==> src/rtl/topo_pkg.sv <==
// ----------------------------------------------------------------------------
// topo_pkg: shared types and constants for the topology reachability store
// Command codes, controller states and the control word broadcast to the cells.
// ----------------------------------------------------------------------------
`default_nettype none

package topo_pkg;

    // node index width, fixed by the command fields
    localparam int NODE_IDX_W    = 6;
    // default node count
    localparam int MAX_NODES_DEF = 64;
    // width of the neighbor mask port
    localparam int MASK_W        = 64;

    // command codes
    typedef enum logic [2:0] {
        CMD_ADD    = 3'd0,
        CMD_REMOVE = 3'd1,
        CMD_PRUNE  = 3'd2,
        CMD_QNODE  = 3'd3,
        CMD_QEDGE  = 3'd4
    } t_cmd;

    // controller states
    typedef enum logic [2:0] {
        ST_IDLE,
        ST_LOOK,
        ST_EXEC,
        ST_PASS,
        ST_APPLY
    } t_state;

    // control word broadcast to every cell
    typedef struct packed {
        logic                  wr_en;
        logic                  wr_set;
        logic                  prune_en;
        logic [NODE_IDX_W-1:0] a;
        logic [NODE_IDX_W-1:0] b;
    } t_cell_ctl;

endpackage

`default_nettype wire

==> src/rtl/topo_cell.sv <==
// ----------------------------------------------------------------------------
// topo_cell: one row of the adjacency matrix
// Holds the neighbor mask of one node, applies edge writes and the prune mask,
// and adds its share to the row-select, frontier and change chains.
// ----------------------------------------------------------------------------
`default_nettype none

module topo_cell #(
    parameter int N   = 64,
    parameter int IDX = 0
) (
    input  wire logic                i_clk,
    input  wire logic                i_rst_n,
    input  wire topo_pkg::t_cell_ctl i_ctl,
    input  wire logic [N-1:0]        i_reach,
    input  wire logic [N-1:0]        i_sel_chain,
    input  wire logic [N-1:0]        i_reach_chain,
    input  wire logic                i_chg_chain,
    output logic      [N-1:0]        o_sel_chain,
    output logic      [N-1:0]        o_reach_chain,
    output logic                     o_chg_chain
);
    import topo_pkg::*;

    logic [N-1:0] r_row;
    logic [N-1:0] n_row;
    logic [N-1:0] w_keep;
    logic         w_is_a;
    logic         w_is_b;

    assign w_is_a = (i_ctl.a == NODE_IDX_W'(IDX));
    assign w_is_b = (i_ctl.b == NODE_IDX_W'(IDX));
    // unreachable row loses everything, reachable row keeps reachable bits
    assign w_keep = i_reach[IDX] ? (r_row & i_reach) : '0;

    // next row value
    always_comb begin
        n_row = r_row;
        if (i_ctl.wr_en) begin
            if (w_is_a) begin
                if (i_ctl.wr_set) n_row = n_row | (N'(1) << i_ctl.b);
                else              n_row = n_row & ~(N'(1) << i_ctl.b);
            end
            if (w_is_b) begin
                if (i_ctl.wr_set) n_row = n_row | (N'(1) << i_ctl.a);
                else              n_row = n_row & ~(N'(1) << i_ctl.a);
            end
        end else if (i_ctl.prune_en) begin
            n_row = w_keep;
        end
    end

    // row register
    always_ff @(posedge i_clk) begin
        if (!i_rst_n) begin
            r_row <= '0;
        end else begin
            r_row <= n_row;
        end
    end

    // chain contributions
    assign o_sel_chain   = i_sel_chain | (w_is_a ? r_row : '0);
    assign o_reach_chain = i_reach_chain | (i_reach[IDX] ? r_row : '0);
    assign o_chg_chain   = i_chg_chain | (w_keep != r_row);

endmodule

`default_nettype wire

==> config.mk <==
export PLATFORM = sky130hd
export DESIGN_NAME = topo_cell
export DESIGN_NICKNAME = d
export VERILOG_FILES = /design/src/rtl/topo_pkg.sv /design/src/rtl/topo_cell.sv
export SDC_FILE = /design/constraint.sdc
export NUM_CORES = 1
export LEC_CHECK = 0
export ABC_CLOCK_PERIOD_IN_PS = 4450
export BUFFER_PORTS_ARGS = -buffer_cell sky130_fd_sc_hd__clkbuf_2
export CORE_ASPECT_RATIO = 0.8
export CORE_MARGIN = 3
export CORE_UTILIZATION = 30
export DETAILED_ROUTE_END_ITERATION = 10
export SETUP_SLACK_MARGIN = 0.4
export SLEW_MARGIN = 30
export SYNTH_ARGS = -nofsm -noshare
export SYNTH_HDL_FRONTEND = slang
export SYNTH_SLANG_ARGS = --single-unit
export TNS_END_PERCENT = 100
==> constraint.sdc <==
create_clock -name i_clk -period 4.45 [get_ports i_clk]
set_clock_uncertainty 0.15 [all_clocks]
set_input_delay 0.89 -clock i_clk [delete_from_list [all_inputs] [get_ports i_clk]]
set_output_delay 0.89 -clock i_clk [all_outputs]
set_load 0.005 [all_outputs]
# Word level (Yosys, flattened, before mapping)
# Index checks and enable logic that the tools add are counted.
[classes]
n_mux = 10
shifts = 2
eq_ne = 1
n_reduce_logical = 3
bitwise_logic = 10
[op_table]
columns = ["op", "n"]
rows = [
  ["64-bit 2-to-1 mux", 10],
  ["64-bit bitwise OR", 4],
  ["64-bit bitwise AND", 3],
  ["64-bit NOT", 2],
  ["1-bit by 6-bit << shifter with 64-bit output (first input constant)", 2],
  ["64-bit inequality test", 1],
  ["6-bit zero test", 2],
  ["2-bit nonzero test", 1],
  ["1-bit bitwise OR", 1],
]
[totals]
input_bits = 210
elab_cells = 27
output_inout_bits = 129
ff_bits = 64

# Depth between registers and ports, before layout
[depth]
word_depth = 10
ltp_mapped = 8
ltp_nobuf = 5

# Worst setup path after synthesis
# Ideal clock, no wire load.
[synth_timing]
kind = "input-to-output"
startpoint = "in i_reach[0]"
endpoint = "out o_chg_chain"
cell_stages = 7
path_buffers = 2
slack_ns = 0.950
required_time_ns = 3.410
arrival_time_ns = 2.460
cell_sequence = "buf_4 > buf_8 > nand2_1 > a22oi_1 > nand4_1 > or4_1 > or4_1"
[synth_between]
elab_chain_cells = 4
[synth_lines]
columns = ["item", "line_no", "text"]
rows = [
  ["from (decl)", "topo_cell.sv:15", "input wire logic [N-1:0] i_reach,"],
  ["64-bit bitwise AND", "topo_cell.sv:34", "assign w_keep = i_reach[IDX] ? (r_row & i_reach) : '0;"],
  ["64-bit 2-to-1 mux (*)", "topo_cell.sv:34", ""],
  ["64-bit inequality test (*)", "topo_cell.sv:65", "assign o_chg_chain = i_chg_chain | (w_keep != r_row);"],
  ["1-bit bitwise OR (*)", "topo_cell.sv:65", ""],
  ["to (decl)", "topo_cell.sv:21", "output logic o_chg_chain"],
]
# Every way passes the cells marked *; elsewhere a longest branch is shown, timed or not.

# Worst setup path after layout
# Ends and elaborated chain as after synthesis.

==> flow_summary.html <==
<table>
<tr><th>Metric</th><th>Value</th></tr>
<tr><th colspan="2">STA</th></tr>
<tr><td>Final Worst Setup Slack</td><td>398 ps</td></tr>
<tr><td>Ratio of final minimum period to clock period</td><td>91.0%</td></tr>
<tr><td>FMAX</td><td>247 MHz</td></tr>
<tr><td>Worst hold slack after final layout</td><td>448 ps</td></tr>
<tr><td>Max Transition Viols Final</td><td>0</td></tr>
<tr><td>Worst-margin pin slew</td><td>953 ps</td></tr>
<tr><td>Worst rel slew slack</td><td>36.5%</td></tr>
<tr><td>Count of final hold-check violations</td><td>0</td></tr>
<tr><td>Unrepaired setup endpoints after global routing</td><td>false</td></tr>
<tr><td>Total of endpoints with negative setup slack in the final report</td><td>0</td></tr>
<tr><td>Setup total negative slack</td><td>0 ps</td></tr>
<tr><td>Tmin final</td><td>4050 ps</td></tr>
<tr><th colspan="2">Yosys</th></tr>
<tr><td>Yosys warning count</td><td>0</td></tr>
<tr><td>Sequential area share after synthesis</td><td>21.7%</td></tr>
<tr><td>Count of different cell masters after synthesis</td><td>43</td></tr>
<tr><td>Async S/R FF share, synth</td><td>0%</td></tr>
<tr><td>Top cells by instance count after synthesis</td><td>nand2_1, a21o_1, a21oi_1, dfxtp_1</td></tr>
<tr><td>Area contributors post-synth</td><td>dfxtp_1, a21o_1, a32o_1</td></tr>
<tr><td>Net count of the mapped netlist</td><td>1045</td></tr>
<tr><td>Register bit total from synthesis</td><td>64</td></tr>
<tr><td>Synthesized area per cell</td><td>7.07 um2</td></tr>
<tr><td>Post-synth EDFFs</td><td>0</td></tr>
<tr><td>Number of standard cells after synthesis</td><td>835</td></tr>
<tr><td>Leading cell type by number of instances after synthesis</td><td>nand2_1</td></tr>
<tr><td>Summed instance area of the synthesized netlist</td><td>0.00590 mm2</td></tr>
<tr><td>Area share of the largest cell type after synthesis</td><td>21.7%</td></tr>
<tr><td>Primary FF master, synth</td><td>dfxtp_1</td></tr>
<tr><td>Synth area leader</td><td>dfxtp_1</td></tr>
<tr><th colspan="2">Detailed routing</th></tr>
<tr><td>DRT Pass-1 Iters</td><td>9</td></tr>
<tr><td>Total wire length</td><td>35.2 mm</td></tr>
<tr><td>Total DRC errors in the routed layout</td><td>0</td></tr>
<tr><td>Total number of vias</td><td>8694</td></tr>
<tr><td>Number of DRC violations after detailed-routing iteration 0</td><td>1463</td></tr>
<tr><td>Wire per inst</td><td>25.4 um</td></tr>
<tr><td>Drt via density</td><td>6.27</td></tr>
<tr><td>Antenna Nets Post-Route</td><td>0</td></tr>
<tr><th colspan="2">Critical path</th></tr>
<tr><td>Crit Path Max Fanout</td><td>21</td></tr>
<tr><td>Cell-by-cell listing of the critical path</td><td>buf_8, nand2_1, a22oi_1, nand4_1, or4_4, or4_4, clkbuf_2</td></tr>
<tr><td>Data arrival time at the worst-slack endpoint</td><td>3010 ps</td></tr>
<tr><td>Depth of the worst register-to-register path</td><td>3</td></tr>
<tr><td>Crit path buf inv count</td><td>2</td></tr>
<tr><td>Req. time, crit path</td><td>3410 ps</td></tr>
<tr><td>Depth of the critical timing path with buffers and inverters included</td><td>7</td></tr>
<tr><td>CP most frequent cell</td><td>or4_4</td></tr>
<tr><td>Max stage delay on crit path</td><td>560 ps</td></tr>
<tr><td>Critical path class</td><td>in2out</td></tr>
<tr><td>Cell type of the slowest stage on the worst timing path</td><td>or4_4</td></tr>
<tr><td>Kind of cell with the highest combined delay on the critical path</td><td>simple AND/OR/NAND/NOR gates</td></tr>
<tr><td>Startpoint types</td><td>primary input</td></tr>
<tr><td>Kind of capture point of the worst setup path</td><td>output pin</td></tr>
<tr><th colspan="2">Die</th></tr>
<tr><td>Cell row count</td><td>45</td></tr>
<tr><td>Die width</td><td>163 um</td></tr>
<tr><td>Die area</td><td>0.0214 mm2</td></tr>
<tr><td>Area of the core</td><td>0.0191 mm2</td></tr>
<tr><td>Initial Utilization</td><td>30.8%</td></tr>
<tr><td>Number of ports placed on the die boundary</td><td>339</td></tr>
<tr><td>Chip Height</td><td>131 um</td></tr>
<tr><th colspan="2">Clock network</th></tr>
<tr><td>Clock latency reported for the late side of the worst-skew pair</td><td>340 ps</td></tr>
<tr><td>Clock tree root driver cell</td><td>clkbuf_16</td></tr>
<tr><td>Clock sinks</td><td>64</td></tr>
<tr><td>Longest Clk Path Bufs</td><td>2</td></tr>
<tr><td>H-tree Lvls</td><td>3</td></tr>
<tr><td>CTS hold repair buffers</td><td>0</td></tr>
<tr><td>Reg clk slew, reported paths</td><td>60 ps</td></tr>
<tr><td>Number of buffers inserted by post-CTS setup repair</td><td>0</td></tr>
<tr><td>CTS buffer count</td><td>9</td></tr>
<tr><td>CTS tree</td><td>yes</td></tr>
<tr><th colspan="2">Pwr</th></tr>
<tr><td>Leakage Power</td><td>4.11 nW</td></tr>
<tr><td>Total power per unit cell area</td><td>218 mW/mm2</td></tr>
<tr><td>Maximum resistive drop on vdd</td><td>0.141 mV</td></tr>
<tr><th colspan="2">Global routing</th></tr>
<tr><td>Global-route wire length before repair</td><td>50.7 mm</td></tr>
<tr><td>Combined global-route utilization of all metal layers</td><td>30.9%</td></tr>
<tr><td>Maximum number of pins on one net before global-route repair</td><td>46</td></tr>
<tr><td>Overflow left after global routing</td><td>0</td></tr>
<tr><td>Via count of the first global-routing pass</td><td>8053</td></tr>
<tr><td>Number of antenna violations at the first check in global routing</td><td>2</td></tr>
<tr><th colspan="2">Final layout</th></tr>
<tr><td>Final Util</td><td>42.4%</td></tr>
<tr><td>Antenna diodes</td><td>0</td></tr>
<tr><td>Net total in the final layout</td><td>1334</td></tr>
<tr><td>Fraction of final layout cells with drive strength greater than 1</td><td>34.1%</td></tr>
<tr><td>Relative area change from synthesis to final layout</td><td>37.6%</td></tr>
<tr><td>Largest regs</td><td>r_row: 64 flops</td></tr>
<tr><td>Number of flip-flops under the largest register name</td><td>64</td></tr>
<tr><td>Top reg by flops</td><td>r_row</td></tr>
<tr><th colspan="2">Min path</th></tr>
<tr><td>Worst hold path type</td><td>reg2reg</td></tr>
<tr><td>Cells on Worst Hold Path</td><td>2</td></tr>
<tr><th colspan="2">Placed design</th></tr>
<tr><td>Sum of net half-perimeters after detailed placement</td><td>27.1 mm</td></tr>
<tr><td>Count of port buffers added during placement</td><td>338</td></tr>
<tr><td>Placer congestion estimate</td><td>1.04</td></tr>
<tr><td>Worst Setup Slack post-DPL</td><td>293 ps</td></tr>
<tr><th colspan="2">Run status</th></tr>
<tr><td>Status</td><td>finished, final reports clean</td></tr>
<tr><th colspan="2">Job</th></tr>
<tr><td>Max-cap viol count</td><td>0</td></tr>
</table>
cell usage in the layout, fill, tap and decap left out, types with 22 or more instances in the layout:
cell / n
a21o_1: 128
a21oi_1: 64
a22oi_1: 22
a32o_1: 60
clkbuf_2: 337
dfxtp_1: 64
nand2_1: 157
nand3_1: 32
nor2_1: 22
o21ai_0: 62
o221ai_1: 44
layout make-up:
type | count | area (um2)
fillers | 2064 | 11000
multi-input cells | 687 | 4310
repair buffers | 360 | 1900
flip-flops and latches | 64 | 1280
well taps | 258 | 323
clock buffers | 13 | 260
clock inverters | 3 | 40.0
inverters | 2 | 7.51
report_power, final:
| part | internal (W) | total [W] | switching (W) |
|---|---|---|---|
| registers | 0.000574 | 0.000576 | 0.00000205 |
| logic | 0.000185 | 0.000439 | 0.000254 |
| clock network | 0.000464 | 0.000755 | 0.000291 |
| total | 0.00122 | 0.00177 | 0.000548 |
stage by stage:
| step | power, W | instances | instance area (um2) |
|---|---|---|---|
| floorplan | 0.000784 | 835 | 5900 |
| global placement | 0.00101 | 1370 | 7760 |
| detailed placement | 0.00101 | 1370 | 7760 |
| CTS | 0.00175 | 1387 | 8100 |
| global route | 0.00182 | 1387 | 8120 |
| finish | 0.00177 | 1387 | 8120 |
cells by family after synthesis:
family,count (synthesis),synth area share (%)
buf+inv,84,6.00
flops,64,21.7
compound gates,414,50.9
simple gates,270,20.9
mux,3,0.509
tightest hold or removal path: stages (launching register included):
cell and delay, ps:
dfxtp_1 380, nand3_1 90, o21ai_0 70
final timing paths:
path	slack (ps)	startpoint	end
worst max-delay path	400	i_reach[0]	o_chg_chain
worst min-delay path	450	r_row[0]	r_row[0]
worst max register to register	3080	r_row[44]	r_row[44]
worst min register to register	450	r_row[0]	r_row[0]
layer usage:
| layer | up-vias | wire length, um | track usage [%] |
|---|---|---|---|
| met3 | 91 | 5290 | 9.20 |
| met2 | 795 | 15400 | 48.4 |
| met4 | 4 | 895 | 7.23 |
| li1 | 3811 | - | - |
| met1 | 3993 | 13600 | 41.8 |
| met5 | - | 20 | 0 |
what timing repair did:
| action | in CTS | in global routing |
|---|---|---|
| gates resized for setup | 2 | 5 |
| endpoints found under the setup margin | 1 | 1 |
| pin swaps | 0 | 1 |
| cloned | 1 | 0 |
| hold endpoints to repair | 0 | 0 |
Power figures use the tool's default switching activity.
